===== src/rtl/iet_pkg.sv =====
package iet_pkg;

  localparam int GW        = 32;
  localparam int EntryW    = 48;
  localparam int L1W       = 46;
  localparam int L2W       = 32;
  localparam int NumRows   = 6;
  localparam int NumStages = 8;
  localparam int DivW      = 64;
  localparam int DenW      = 34;
  localparam int CntW      = $clog2(DivW);

  typedef logic [2:0] row_t;
  typedef logic signed [GW-1:0] gval_t;
  typedef gval_t [8:0] metric_t;

  localparam row_t LastRow = 3'd5;

  localparam logic [31:0] YoungReset   = 32'd65536;
  localparam logic [14:0] PoissonReset = 15'd19661;

  localparam logic signed [EntryW-1:0] EntryMax = {1'b0, {(EntryW-1){1'b1}}};
  localparam logic signed [EntryW-1:0] EntryMin = {1'b1, {(EntryW-1){1'b0}}};

  typedef enum logic [0:0] {
    CfgYoung   = 1'b0,
    CfgPoisson = 1'b1
  } cfg_reg_e;

  typedef enum logic [1:0] {
    LmPrep,
    LmDivL1,
    LmDivL2,
    LmIdle
  } lame_state_e;

  typedef struct packed {
    logic           busy;
    logic [L1W-1:0] l1;
    logic [L2W-1:0] l2;
  } lame_t;

  typedef struct packed {
    logic    valid;
    row_t    row;
    metric_t metric;
  } row_item_t;

  typedef struct packed {
    logic [NumStages-1:0] en;
  } pipe_ctrl_t;

  // first index of the pair for row or column position p
  function automatic logic [1:0] pair_a(row_t p);
    logic [1:0] r;
    unique case (p)
      3'd0:    r = 2'd0;
      3'd1:    r = 2'd1;
      3'd2:    r = 2'd2;
      3'd3:    r = 2'd1;
      3'd4:    r = 2'd2;
      3'd5:    r = 2'd2;
      default: r = 2'd0;
    endcase
    return r;
  endfunction

  function automatic logic [1:0] pair_b(row_t p);
    logic [1:0] r;
    unique case (p)
      3'd0, 3'd1, 3'd2: r = 2'd0;
      3'd3, 3'd4:       r = 2'd1;
      3'd5:             r = 2'd2;
      default:          r = 2'd0;
    endcase
    return r;
  endfunction

  // flat index of metric component (r, c)
  function automatic logic [3:0] gidx(logic [1:0] r, logic [1:0] c);
    return 4'({r, 1'b0}) + 4'(r) + 4'(c);
  endfunction

endpackage


===== src/rtl/iet_lame.sv =====
module iet_lame (
  input  logic                  clk_i,
  input  logic                  rst_ni,
  input  logic                  cfg_we_i,
  input  logic [0:0]            cfg_idx_i,
  input  logic [31:0]           cfg_data_i,
  output iet_pkg::lame_t        lame_o
);

  logic [31:0] young_q;
  logic [14:0] poisson_q;

  iet_pkg::lame_state_e state_q, state_d;

  logic [iet_pkg::DivW-1:0] dvd_q, quo_q, quo_d;
  logic [iet_pkg::DenW-1:0] den_q, rem_q, rem_d;
  logic [iet_pkg::CntW-1:0] cnt_q;
  logic [iet_pkg::L1W-1:0]  l1_q;
  logic [iet_pkg::L2W-1:0]  l2_q;

  logic cnt_last, load_l1, load_l2, step, done;

  logic [16:0] one_plus;
  logic [16:0] one_minus2;
  logic [33:0] den1;
  logic [46:0] en_prod;
  logic [63:0] num1;
  logic [48:0] num2;
  logic [17:0] den2;

  logic [iet_pkg::DenW:0]   rem_sh;
  logic [iet_pkg::DenW+1:0] diff;
  logic                     qbit;

  // configuration registers
  always_ff @(posedge clk_i or negedge rst_ni) begin
    if (!rst_ni) begin
      young_q   <= iet_pkg::YoungReset;
      poisson_q <= iet_pkg::PoissonReset;
    end else if (cfg_we_i) begin
      unique case (iet_pkg::cfg_reg_e'(cfg_idx_i))
        iet_pkg::CfgYoung:   young_q   <= cfg_data_i;
        iet_pkg::CfgPoisson: poisson_q <= cfg_data_i[14:0];
      endcase
    end
  end

  assign cnt_last = (cnt_q == iet_pkg::CntW'(iet_pkg::DivW - 1));

  // next state: any write restarts the computation
  always_comb begin
    state_d = state_q;
    unique case (state_q)
      iet_pkg::LmPrep:  state_d = iet_pkg::LmDivL1;
      iet_pkg::LmDivL1: if (cnt_last) state_d = iet_pkg::LmDivL2;
      iet_pkg::LmDivL2: if (cnt_last) state_d = iet_pkg::LmIdle;
      iet_pkg::LmIdle:  state_d = iet_pkg::LmIdle;
    endcase
    if (cfg_we_i) state_d = iet_pkg::LmPrep;
  end

  // state outputs
  always_comb begin
    load_l1     = (state_q == iet_pkg::LmPrep);
    step        = (state_q == iet_pkg::LmDivL1) || (state_q == iet_pkg::LmDivL2);
    load_l2     = (state_q == iet_pkg::LmDivL1) && cnt_last;
    done        = (state_q == iet_pkg::LmDivL2) && cnt_last;
  end

  always_ff @(posedge clk_i or negedge rst_ni) begin
    if (!rst_ni) begin
      state_q <= iet_pkg::LmPrep;
    end else begin
      state_q <= state_d;
    end
  end

  // dividends and divisors, rounding half added up front
  always_comb begin
    one_plus   = 17'd65536 + 17'(poisson_q);
    one_minus2 = 17'd65536 - 17'({poisson_q, 1'b0});
    den1       = one_plus * one_minus2;
    en_prod    = young_q * poisson_q;
    num1       = 64'({en_prod, 16'b0}) + 64'(den1[33:1]);
    num2       = 49'({young_q, 16'b0}) + 49'(one_plus);
    den2       = {one_plus, 1'b0};
  end

  // one restoring step per cycle
  always_comb begin
    rem_sh = {rem_q, dvd_q[iet_pkg::DivW-1]};
    diff   = {1'b0, rem_sh} - {2'b0, den_q};
    qbit   = !diff[iet_pkg::DenW+1];
    rem_d  = qbit ? diff[iet_pkg::DenW-1:0] : rem_sh[iet_pkg::DenW-1:0];
    quo_d  = {quo_q[iet_pkg::DivW-2:0], qbit};
  end

  always_ff @(posedge clk_i) begin
    if (load_l1) begin
      dvd_q <= num1;
      den_q <= iet_pkg::DenW'(den1);
      rem_q <= '0;
      quo_q <= '0;
      cnt_q <= '0;
    end else if (load_l2) begin
      dvd_q <= iet_pkg::DivW'(num2);
      den_q <= iet_pkg::DenW'(den2);
      rem_q <= '0;
      quo_q <= '0;
      cnt_q <= '0;
      l1_q  <= quo_d[iet_pkg::L1W-1:0];
    end else if (step) begin
      dvd_q <= {dvd_q[iet_pkg::DivW-2:0], 1'b0};
      rem_q <= rem_d;
      quo_q <= quo_d;
      cnt_q <= cnt_q + 1'b1;
      if (done) l2_q <= quo_d[iet_pkg::L2W-1:0];
    end
  end

  assign lame_o.busy = (state_q != iet_pkg::LmIdle) || cfg_we_i;
  assign lame_o.l1   = l1_q;
  assign lame_o.l2   = l2_q;

endmodule


===== config.mk =====
export PLATFORM = sky130hd
export DESIGN_NAME = iet_lame
export DESIGN_NICKNAME = d
export VERILOG_FILES = /design/src/rtl/iet_pkg.sv /design/src/rtl/iet_lame.sv
export SDC_FILE = /design/constraint.sdc
export NUM_CORES = 2
export LEC_CHECK = 0
export ABC_CLOCK_PERIOD_IN_PS = 23000
export BUFFER_PORTS_ARGS = -buffer_cell sky130_fd_sc_hd__buf_2
export CAP_MARGIN = 15
export CORE_UTILIZATION = 55
export CTS_BUF_LIST = sky130_fd_sc_hd__clkbuf_8
export CTS_CLUSTER_DIAMETER = 100
export DETAILED_ROUTE_END_ITERATION = 10
export PLACE_DENSITY = 0.72
export SLEW_MARGIN = 10
export SYNTH_ARGS = -nofsm -noshare
export SYNTH_HDL_FRONTEND = slang
export SYNTH_SLANG_ARGS = --single-unit
export TNS_END_PERCENT = 5

===== constraint.sdc =====
create_clock -name clk_i -period 23 [get_ports clk_i]
set_input_delay 6.9 -clock clk_i [delete_from_list [all_inputs] [get_ports clk_i]]
set_output_delay 6.9 -clock clk_i [all_outputs]
set_load 0.1 [all_outputs]

==> impl_metrics.ini <==
[cells_and_area]
utilization_pct = 59.3
area_growth_pct = 5.89
final_nets = 5127
post-route-cell-area_um2 = 41900
drive_gt1_share_pct = 7.86

[synthesis]
synth_common_cells = 609 x inv_1, 582 x fa_1, 501 x nand2_1
synthAdderAreaFrac_pct = 39.1
ys_ff_latch = 309
yosys-top-cells-area = fa_1 29%, edfxtp_1 13%, ha_1 9.6%
netlist.area_leader.share_pct = 29.5
synth_cells = 4229
synth-edff-count = 175
syn-cell-area_um2 = 39500
synthFlopType = edfxtp_1
synth_mux_area_share_pct = 3.11
ys_seq_area_share_pct = 20.7
synth_cell_types = 99
synthSimpleGateAreaFrac_pct = 15.4
avgSynthCellArea_um2 = 9.35
synth_warnings = 0
synth_most_common_cell = inv_1
synthXorXnorAreaFrac_pct = 3.72
synth_compound_area_share_pct = 9.69
synth_area_leader_cell = fa_1
async_flop_share_pct = 15.9
synth_top_family_by_area = adder cells

[worst_setup_path]
critical_path_required_ps = 16100
slowest_delay_ps = 420
r2r_cells = 42
cpMostUsedCell = buf_2
reg2reg_from = poisson_q[1]
arrival_ps = 7550
rrSetupSlack_ps = 11320
criticalPathCategory = in -> out
r2r_end = dvd_q[39]
endpoint_kind = output port
path_buf_inv = 2
critical_path_depth = 3
crit_fanout = 5
worstPathCellList = buf_2 -> nand2b_1 -> buf_2
crit_family = buffers and inverters
slowest_stage = buf_2
cp-start-kind = input pin

[timing]
slew_viol_final = 0
setup_viol_count_final = 0
finalClockSkew_ps = 35.9
rsz0062_at_grt = false
slew_headroom_pct = 19.9
tns_ps = 0
hold_viol = 0
worst-slew-pin-transition_ps = 1200
layout_min_cycle_time_ps = 14450
clock.fmax_ghz = 0.0692
post-route-period-util_pct = 62.8

[clocking]
cts_setup_buffers = 0
cts.path.max_buffers = 3
cts_htree_levels = 2
clk_latency_ps = 670
root_buffer = clkbuf_8
postCtsHoldBufs = 0
cts_buffers = 55
cts_tree = yes
ctsResizeCount = 0
clock-sinks = 309
path_clk_slew_ps = 60

[min_path]
min_path_type = reg -> reg
min-delay-start = quo_q[44]
hold_path_depth = 0
whs_endpoint = l1_q[45]

[routing]
drt_iter0_markers = 2003
wl_per_cell_um = 18.3
vias = 29200
via_per_inst = 5.63
dr.pass1.iters = 6
antenna_left = 0
drc = 0
routed_wl_um = 95100

[placed_design]
io_buffer_count = 114
postPlaceCellArea_um2 = 40700
routabilityCongestion = 0.927
hpwl_um = 71900

[floorplan]
die_height_um = 270
pin_count = 115
start_util_pct = 56.0
fp.dieArea_um2 = 73000
die_w_um = 270
core_um2 = 70600
num_rows = 97

[global_routing]
grt_max_degree = 93
grt.total_usage_pct = 27.0
grt_antenna_before_repair = 2
grt_pass1_vias = 30400
overflow = 0
grt_pass1_wl_um = 158000

[run_status]
status = complete, no violations

[job]
drv_cap = 0
## through the flow
step	std cells	hold WS, ps	worst slack, ps
2_1_floorplan	4242	408	8450
3_3_place_gp	5088	417	8540
3_5_place_dp	5088	428	8550
4_1_cts	5191	431	8550
5_1_grt	5192	453	8530
6_report	5192	440	8550
## how the worst max path moves through the flow
stage                   from         end
global route        cfg_we_i  lame_o[78]
finish              cfg_we_i  lame_o[78]
detailed placement  cfg_we_i  lame_o[78]
floorplan           cfg_we_i  lame_o[78]
global placement    cfg_we_i  lame_o[78]
CTS                 cfg_we_i  lame_o[78]
## final cells by class
cell class | instances | area [µm²]
Tap cell | 940 | 1180
Fill cell | 6162 | 28800
Sequential cell | 309 | 8200
Clock inverter | 42 | 328
Multi-Input combinational cell | 3076 | 28200
Clock buffer | 61 | 840
Timing Repair Buffer | 145 | 803
Antenna cell | 1 | 2.50
Inverter | 618 | 2320
## layer usage
layer  part of all wire (%)  track usage (%)  routed length [µm]  vias to the layer above
li1                       -                -                   -                    13500
met4                    3.0             7.58                2810                        0
met1                     43             36.5               40700                    14600
met3                    6.7             3.67                6350                      166
met5                      0                0                   0                        -
met2                     48             45.4               45200                      965
## sequential cells by signal, summed over array words and instances (netlist names)
signal,cells
state_q,2
l2_q,32
cnt_q,6
den_q,33
poisson_q,15
l1_q,46
dvd_q,64
quo_q,45
young_q,32
rem_q,34
## layout by cell type, fill, tap and decap left out, types with 8 or more instances in the layout
cell / n
a211oi_1: 30
a21o_1: 61
a21oi_1: 178
a31oi_1: 16
and2_1: 227
and3_1: 28
and4_1: 8
buf_2: 114
buf_4: 31
clkbuf_8: 61
clkinv_1: 10
clkinv_2: 11
conb_1: 15
dfrtp_1: 38
dfstp_2: 9
dfxtp_1: 85
edfxtp_1: 175
fa_1: 582
ha_1: 303
inv_1: 623
mux2_2: 48
mux2i_1: 69
nand2_1: 500
nand2b_1: 57
nand3_1: 46
nand4_1: 32
nor2_1: 299
nor2b_1: 19
nor3_1: 35
o211ai_1: 19
o21a_1: 28
o21ai_0: 146
o21ai_1: 10
o21bai_1: 16
or3_1: 9
xnor2_1: 94
xor2_1: 68
## kinds of logic (layout without fill, tap and decap cells)
group	Yosys count	in the layout
mux	117	117
simple gates	1296	1296
xor+xnor	164	164
compound gates	597	597
other cells	2	16
fa+ha+maj	887	887
buf+inv	857	866
flops	309	309
Power is not shown: default switching activity piles up to over one toggle a cycle in this logic, so the estimate is an artifact.
