### config.mk
export PLATFORM = sky130hd
export DESIGN_NAME = iet_rowseq_flat
export DESIGN_NICKNAME = d
export VERILOG_FILES = /design/src/rtl/iet_pkg.sv /design/src/rtl/iet_in_if.sv /design/src/rtl/iet_rowseq.sv /design/src/flat_wrapper.sv
export SDC_FILE = /design/constraint.sdc
export NUM_CORES = 1
export LEC_CHECK = 0
export ABC_AREA = 1
export BUFFER_PORTS_ARGS = -buffer_cell sky130_fd_sc_hd__buf_2
export CAP_MARGIN = 10
export CORE_AREA = 2 2 230 232
export CTS_CLUSTER_SIZE = 10
export DETAILED_ROUTE_END_ITERATION = 7
export DIE_AREA = 0 0 232 234
export PLACE_DENSITY_LB_ADDON = 0.1
export RECOVER_POWER = 100
export SLEW_MARGIN = 20
export SYNTH_ARGS = -nofsm -noshare
export SYNTH_HDL_FRONTEND = slang
export SYNTH_SLANG_ARGS = --single-unit
### constraint.sdc
create_clock -name clk_i -period 8.9 [get_ports clk_i]
set_input_delay 1.335 -clock clk_i [delete_from_list [all_inputs] [get_ports clk_i]]
set_output_delay 1.335 -clock clk_i [all_outputs]
set_load 0.02 [all_outputs]
### src/rtl/iet_pkg.sv
package iet_pkg;

  localparam int GW        = 32;
  localparam int EntryW    = 48;
  localparam int L1W       = 46;
  localparam int L2W       = 32;
  localparam int NumRows   = 6;
  localparam int NumStages = 8;
  localparam int DivW      = 64;
  localparam int DenW      = 34;
  localparam int CntW      = $clog2(DivW);

  typedef logic [2:0] row_t;
  typedef logic signed [GW-1:0] gval_t;
  typedef gval_t [8:0] metric_t;

  localparam row_t LastRow = 3'd5;

  localparam logic [31:0] YoungReset   = 32'd65536;
  localparam logic [14:0] PoissonReset = 15'd19661;

  localparam logic signed [EntryW-1:0] EntryMax = {1'b0, {(EntryW-1){1'b1}}};
  localparam logic signed [EntryW-1:0] EntryMin = {1'b1, {(EntryW-1){1'b0}}};

  typedef enum logic [0:0] {
    CfgYoung   = 1'b0,
    CfgPoisson = 1'b1
  } cfg_reg_e;

  typedef enum logic [1:0] {
    LmPrep,
    LmDivL1,
    LmDivL2,
    LmIdle
  } lame_state_e;

  typedef struct packed {
    logic           busy;
    logic [L1W-1:0] l1;
    logic [L2W-1:0] l2;
  } lame_t;

  typedef struct packed {
    logic    valid;
    row_t    row;
    metric_t metric;
  } row_item_t;

  typedef struct packed {
    logic [NumStages-1:0] en;
  } pipe_ctrl_t;

  // first index of the pair for row or column position p
  function automatic logic [1:0] pair_a(row_t p);
    logic [1:0] r;
    unique case (p)
      3'd0:    r = 2'd0;
      3'd1:    r = 2'd1;
      3'd2:    r = 2'd2;
      3'd3:    r = 2'd1;
      3'd4:    r = 2'd2;
      3'd5:    r = 2'd2;
      default: r = 2'd0;
    endcase
    return r;
  endfunction

  function automatic logic [1:0] pair_b(row_t p);
    logic [1:0] r;
    unique case (p)
      3'd0, 3'd1, 3'd2: r = 2'd0;
      3'd3, 3'd4:       r = 2'd1;
      3'd5:             r = 2'd2;
      default:          r = 2'd0;
    endcase
    return r;
  endfunction

  // flat index of metric component (r, c)
  function automatic logic [3:0] gidx(logic [1:0] r, logic [1:0] c);
    return 4'({r, 1'b0}) + 4'(r) + 4'(c);
  endfunction

endpackage

### src/rtl/iet_in_if.sv
interface iet_in_if;
  logic                             valid;
  logic                             ready;
  logic signed [iet_pkg::GW-1:0]    metric_00;
  logic signed [iet_pkg::GW-1:0]    metric_01;
  logic signed [iet_pkg::GW-1:0]    metric_02;
  logic signed [iet_pkg::GW-1:0]    metric_10;
  logic signed [iet_pkg::GW-1:0]    metric_11;
  logic signed [iet_pkg::GW-1:0]    metric_12;
  logic signed [iet_pkg::GW-1:0]    metric_20;
  logic signed [iet_pkg::GW-1:0]    metric_21;
  logic signed [iet_pkg::GW-1:0]    metric_22;

  modport source (
    output valid, metric_00, metric_01, metric_02, metric_10, metric_11,
           metric_12, metric_20, metric_21, metric_22,
    input  ready
  );

  modport sink (
    input  valid, metric_00, metric_01, metric_02, metric_10, metric_11,
           metric_12, metric_20, metric_21, metric_22,
    output ready
  );
endinterface

### src/rtl/iet_rowseq.sv
module iet_rowseq (
  input  logic               clk_i,
  input  logic               rst_ni,
  iet_in_if.sink             item_i,
  input  logic               busy_i,
  input  logic               take_i,
  output iet_pkg::row_item_t row_o
);

  logic             act_q, act_d;
  iet_pkg::row_t    row_q, row_d;
  iet_pkg::metric_t metric_q;
  logic             take, accept;

  assign take         = act_q && take_i;
  // refill on the cycle the last row leaves
  assign item_i.ready = !busy_i && (!act_q || (row_q == iet_pkg::LastRow && take_i));
  assign accept       = item_i.valid && item_i.ready;

  always_comb begin
    act_d = act_q;
    row_d = row_q;
    priority if (accept) begin
      act_d = 1'b1;
      row_d = '0;
    end else if (take) begin
      if (row_q == iet_pkg::LastRow) begin
        act_d = 1'b0;
      end
      row_d = row_q + 1'b1;
    end else begin
      // hold
      act_d = act_q;
      row_d = row_q;
    end
  end

  always_ff @(posedge clk_i or negedge rst_ni) begin
    if (!rst_ni) begin
      act_q <= 1'b0;
      row_q <= '0;
    end else begin
      act_q <= act_d;
      row_q <= row_d;
    end
  end

  always_ff @(posedge clk_i) begin
    if (accept) begin
      metric_q[0] <= item_i.metric_00;
      metric_q[1] <= item_i.metric_01;
      metric_q[2] <= item_i.metric_02;
      metric_q[3] <= item_i.metric_10;
      metric_q[4] <= item_i.metric_11;
      metric_q[5] <= item_i.metric_12;
      metric_q[6] <= item_i.metric_20;
      metric_q[7] <= item_i.metric_21;
      metric_q[8] <= item_i.metric_22;
    end
  end

  assign row_o.valid  = act_q;
  assign row_o.row    = row_q;
  assign row_o.metric = metric_q;

endmodule

### src/flat_wrapper.sv
// flat-port wrapper written by rule: the top's interface ports become plain ports
module iet_rowseq_flat 
  (clk_i, rst_ni, busy_i, take_i, row_o, item_i_valid, item_i_metric_00, item_i_metric_01, item_i_metric_02, item_i_metric_10, item_i_metric_11, item_i_metric_12, item_i_metric_20, item_i_metric_21, item_i_metric_22, item_i_ready);
  iet_in_if item_i_i ();
  input  logic clk_i;
  input  logic rst_ni;
  input  logic busy_i;
  input  logic take_i;
  output iet_pkg::row_item_t row_o;
  input wire logic [$bits(item_i_i.valid)-1:0] item_i_valid;
  input wire logic [$bits(item_i_i.metric_00)-1:0] item_i_metric_00;
  input wire logic [$bits(item_i_i.metric_01)-1:0] item_i_metric_01;
  input wire logic [$bits(item_i_i.metric_02)-1:0] item_i_metric_02;
  input wire logic [$bits(item_i_i.metric_10)-1:0] item_i_metric_10;
  input wire logic [$bits(item_i_i.metric_11)-1:0] item_i_metric_11;
  input wire logic [$bits(item_i_i.metric_12)-1:0] item_i_metric_12;
  input wire logic [$bits(item_i_i.metric_20)-1:0] item_i_metric_20;
  input wire logic [$bits(item_i_i.metric_21)-1:0] item_i_metric_21;
  input wire logic [$bits(item_i_i.metric_22)-1:0] item_i_metric_22;
  output wire logic [$bits(item_i_i.ready)-1:0] item_i_ready;
  assign item_i_i.valid = item_i_valid;
  assign item_i_i.metric_00 = item_i_metric_00;
  assign item_i_i.metric_01 = item_i_metric_01;
  assign item_i_i.metric_02 = item_i_metric_02;
  assign item_i_i.metric_10 = item_i_metric_10;
  assign item_i_i.metric_11 = item_i_metric_11;
  assign item_i_i.metric_12 = item_i_metric_12;
  assign item_i_i.metric_20 = item_i_metric_20;
  assign item_i_i.metric_21 = item_i_metric_21;
  assign item_i_i.metric_22 = item_i_metric_22;
  assign item_i_ready = item_i_i.ready;
  iet_rowseq u_core (.clk_i(clk_i), .rst_ni(rst_ni), .item_i(item_i_i), .busy_i(busy_i), .take_i(take_i), .row_o(row_o));
endmodule
==> summary.txt <==
Place
  • Cell Area, Placed: 0.0127 sq mm
  • Placed Instances: about 1,600
  • PortBufs: 585
  • Hpwl dp: 22,200 microns
  • GPL Wtd Cong: roughly 0.72

Floorplanning
  • Die Height: about 230 microns
  • Die area: between 0.05 and 0.06 sq mm
  • Placeable core area: between 0.05 and 0.06 sq mm
  • Initial Util: 0.171
  • Chip Width: about 230 microns
  • Ports: 586
  • Rows: 84

Global route
  • Total gr overflow: 0
  • Largest net degree at the start of global routing: 79
  • First-pass GRT wire length: roughly 39,000 microns
  • GRT Total Usage: 0.101
  • Initial antenna violation count: 9
  • Vias in the first global route: ~5,700

Worst setup path
  • Worst Path Arrival: ~5.5 ns
  • Critical path fanouts, max: 78
  • Critical Path Sink: u_core.row_o[227]
  • RR Startpoint: u_core.row_q[0]
  • CP Launch Type: input port
  • Critical path type: in2reg
  • Worst EP required: 8.94 ns
  • Cells on worst reg2reg path: 6
  • Setup crit end kind: register
  • CP startpoint: take_i
  • Reg2reg end: u_core.row_o[227]
  • R2R Setup Slk: between 3 and 4 ns

Drt
  • Routed vias: 5,557
  • DRT iter0 DRCs: about 210
  • Wire length on met2: between 15,000 and 20,000 microns
  • Top sig layer: met5
  • Vias/cell: between 3 and 4
  • # DRC: 0
  • Initial DRT Pass Iterations: 4
  • M1 WL: roughly 9000 microns
  • Routed WL per cell: between 15 and 20 microns
  • Met3 wire length: between 4000 and 5000 microns
  • Antenna viol nets, final: 0
  • Total wire length: a little under 30,000 microns

Clocking
  • Worst-path clk slew: about 0.05 ns
  • Clock latency on the worst-skew pair: roughly 0.54 ns
  • Postcts setup bufs: 0
  • Hold buffer count at CTS: 0
  • CTS tree: built
  • Clock buffer depth: 3
  • CTS Buf Count: 38
  • Clock Tree Root: clkbuf_16
  • Num Clock Sinks: approximately 290
  • CTS H-tree depth: 2
  • Post_cts resized: 0

Outcome
  • Status: complete, but fails checks
  • Failing checks: max-capacitance violations, max-slew violations

Logic synthesis
  • Syn Std Cell Area: just under 0.009 sq mm
  • Share of the synthesized area in the top cell type: 0.970
  • Synth top area cells: edfxtp_1, dfrtp_1, inv_1
  • Leading area contributor after synthesis: edfxtp_1
  • Yosys warns: 0
  • Net Count, Synth: around 620
  • Post-Synthesis Cells: roughly 320
  • Mean Syn Cell Area: 27.5 sq um
  • Sequential fraction of the synthesis area: 0.981
  • Netlist cell types: 14
  • Synthesized flop and latch total: between 200 and 300

Timing
  • Period utilization: 0.612
  • Clock Skew: between 0.015 and 0.02 ns
  • Worst slew pin tran: roughly 4 ns
  • Final Hold Viols: 0
  • Post-layout min period: 5.44 ns
  • Final setup viols: 0
  • Max frequency: 0.184 GHz
  • Count of pins over their slew limit: between 200 and 250
  • RSZ-0062 raised after global routing: false
  • Max_slew headroom: -1.70
  • TNS Setup: 0 ns

Finish
  • Final Instance Area: between 0.01 and 0.015 sq mm
  • Non-filler cells, final: about 1,700
  • Layout area overhead: 50.4%
  • Share of layout cells above drive strength 1: 0.339
  • Post-layout net count: roughly 1,200

Power
  • Static Leak: about 0.0048 uW
  • VDD IR max: 130 uV
  • Cell Pwr Density: approximately 270 mW/mm^2
  • Power Total: roughly 3600 uW

Hold path
  • Worst hold path class: in2async

Job
  • Max_cap viols: 3
-- layout make-up --
cell class | count | area [sq um]
antenna | 3 | 7.51
clock buffer | 46 | 1000
clock inverter | 10 | 81.3
fill | 5601 | 38600
inverter | 11 | 48.8
multi-input combinational | 20 | 106
sequential | 292 | 8750
tap | 688 | 861
timing repair buffer | 588 | 2560
-- cell families after synthesis --
logic type,synth area share
buffers and inverters,0.00547
AOI/OAI and AO/OA,0.000561
DFF,0.981
adders and majority gates,0.00281
and+or+nand+nor,0.0102
-- worst min path at each step --
stage	startpoint	endpoint	slack, ns	cells after the start
finish	rst_ni	u_core.row_q[1]	0.64	1
CTS	rst_ni	u_core.row_q[1]	0.57	1
global placement	u_core.row_q[1]	u_core.row_q[1]	0.63	4
global route	rst_ni	u_core.row_q[1]	0.63	1
detailed placement	u_core.row_q[1]	u_core.row_q[1]	0.63	4
floorplan	u_core.act_q	u_core.act_q	0.59	2
-- state kept, by name, indices dropped and copies added, names as in the netlist --
register	cells
u_core.act_q	1
u_core.row_o	288
u_core.row_q	3
-- cells in the final DEF, fill, tap and decap left out, drive strengths merged --
cell type,n
diode,3
clkbuf,354
o21ai,1
nand3,4
inv,12
buf,280
nand4,1
edfxtp,288
clkinvlp,1
nor2,1
nand2,11
ha,2
clkinv,7
dfrtp,4
bufinv,1
-- power by group --
part,switching (uW),leakage (uW),internal (uW)
combinational,337,0.00158,104
clock,563,0.000529,819
sequential,39.8,0.00268,1700
-- critical path, cell delays in order --
cell      delay, ns
clkbuf_1       0.19
nand3_2        0.08
nand2_1        0.11
nand3_1        0.27
inv_8          0.52
clkbuf_1       2.86
-- cell usage after synthesis --
| master | number |
|---|---|
| dfrtp_1 | 4 |
| clkinv_1 | 1 |
| o21ai_1 | 1 |
| ha_1 | 2 |
| nand3_4 | 1 |
| nand3_2 | 1 |
| nand4_1 | 1 |
| nand2_2 | 1 |
| edfxtp_1 | 288 |
| inv_1 | 10 |
| nor2_1 | 1 |
| nand2_1 | 10 |
| nand3_1 | 2 |
| buf_4 | 1 |
-- routing by layer --
metal / track usage / vias up
met1: 0.0932 / 2587
li1: - / 2545
met2: 0.177 / 342
met5: 0 / -
met3: 0.0607 / 73
met4: 0.0483 / 10
-- per-stage QoR --
stage | worst slack, ns | utilization | hold slack (ns)
after floorplan | 1.12 | - | 0.593
after CTS | 5.65 | 0.266 | 0.567
final | 3.46 | 0.258 | 0.639
after detailed placement | 5.31 | 0.245 | 0.633
after global routing | 2.88 | 0.258 | 0.631
after global placement | 5.29 | 0.245 | 0.632
(Power assumes the default switching activity.)
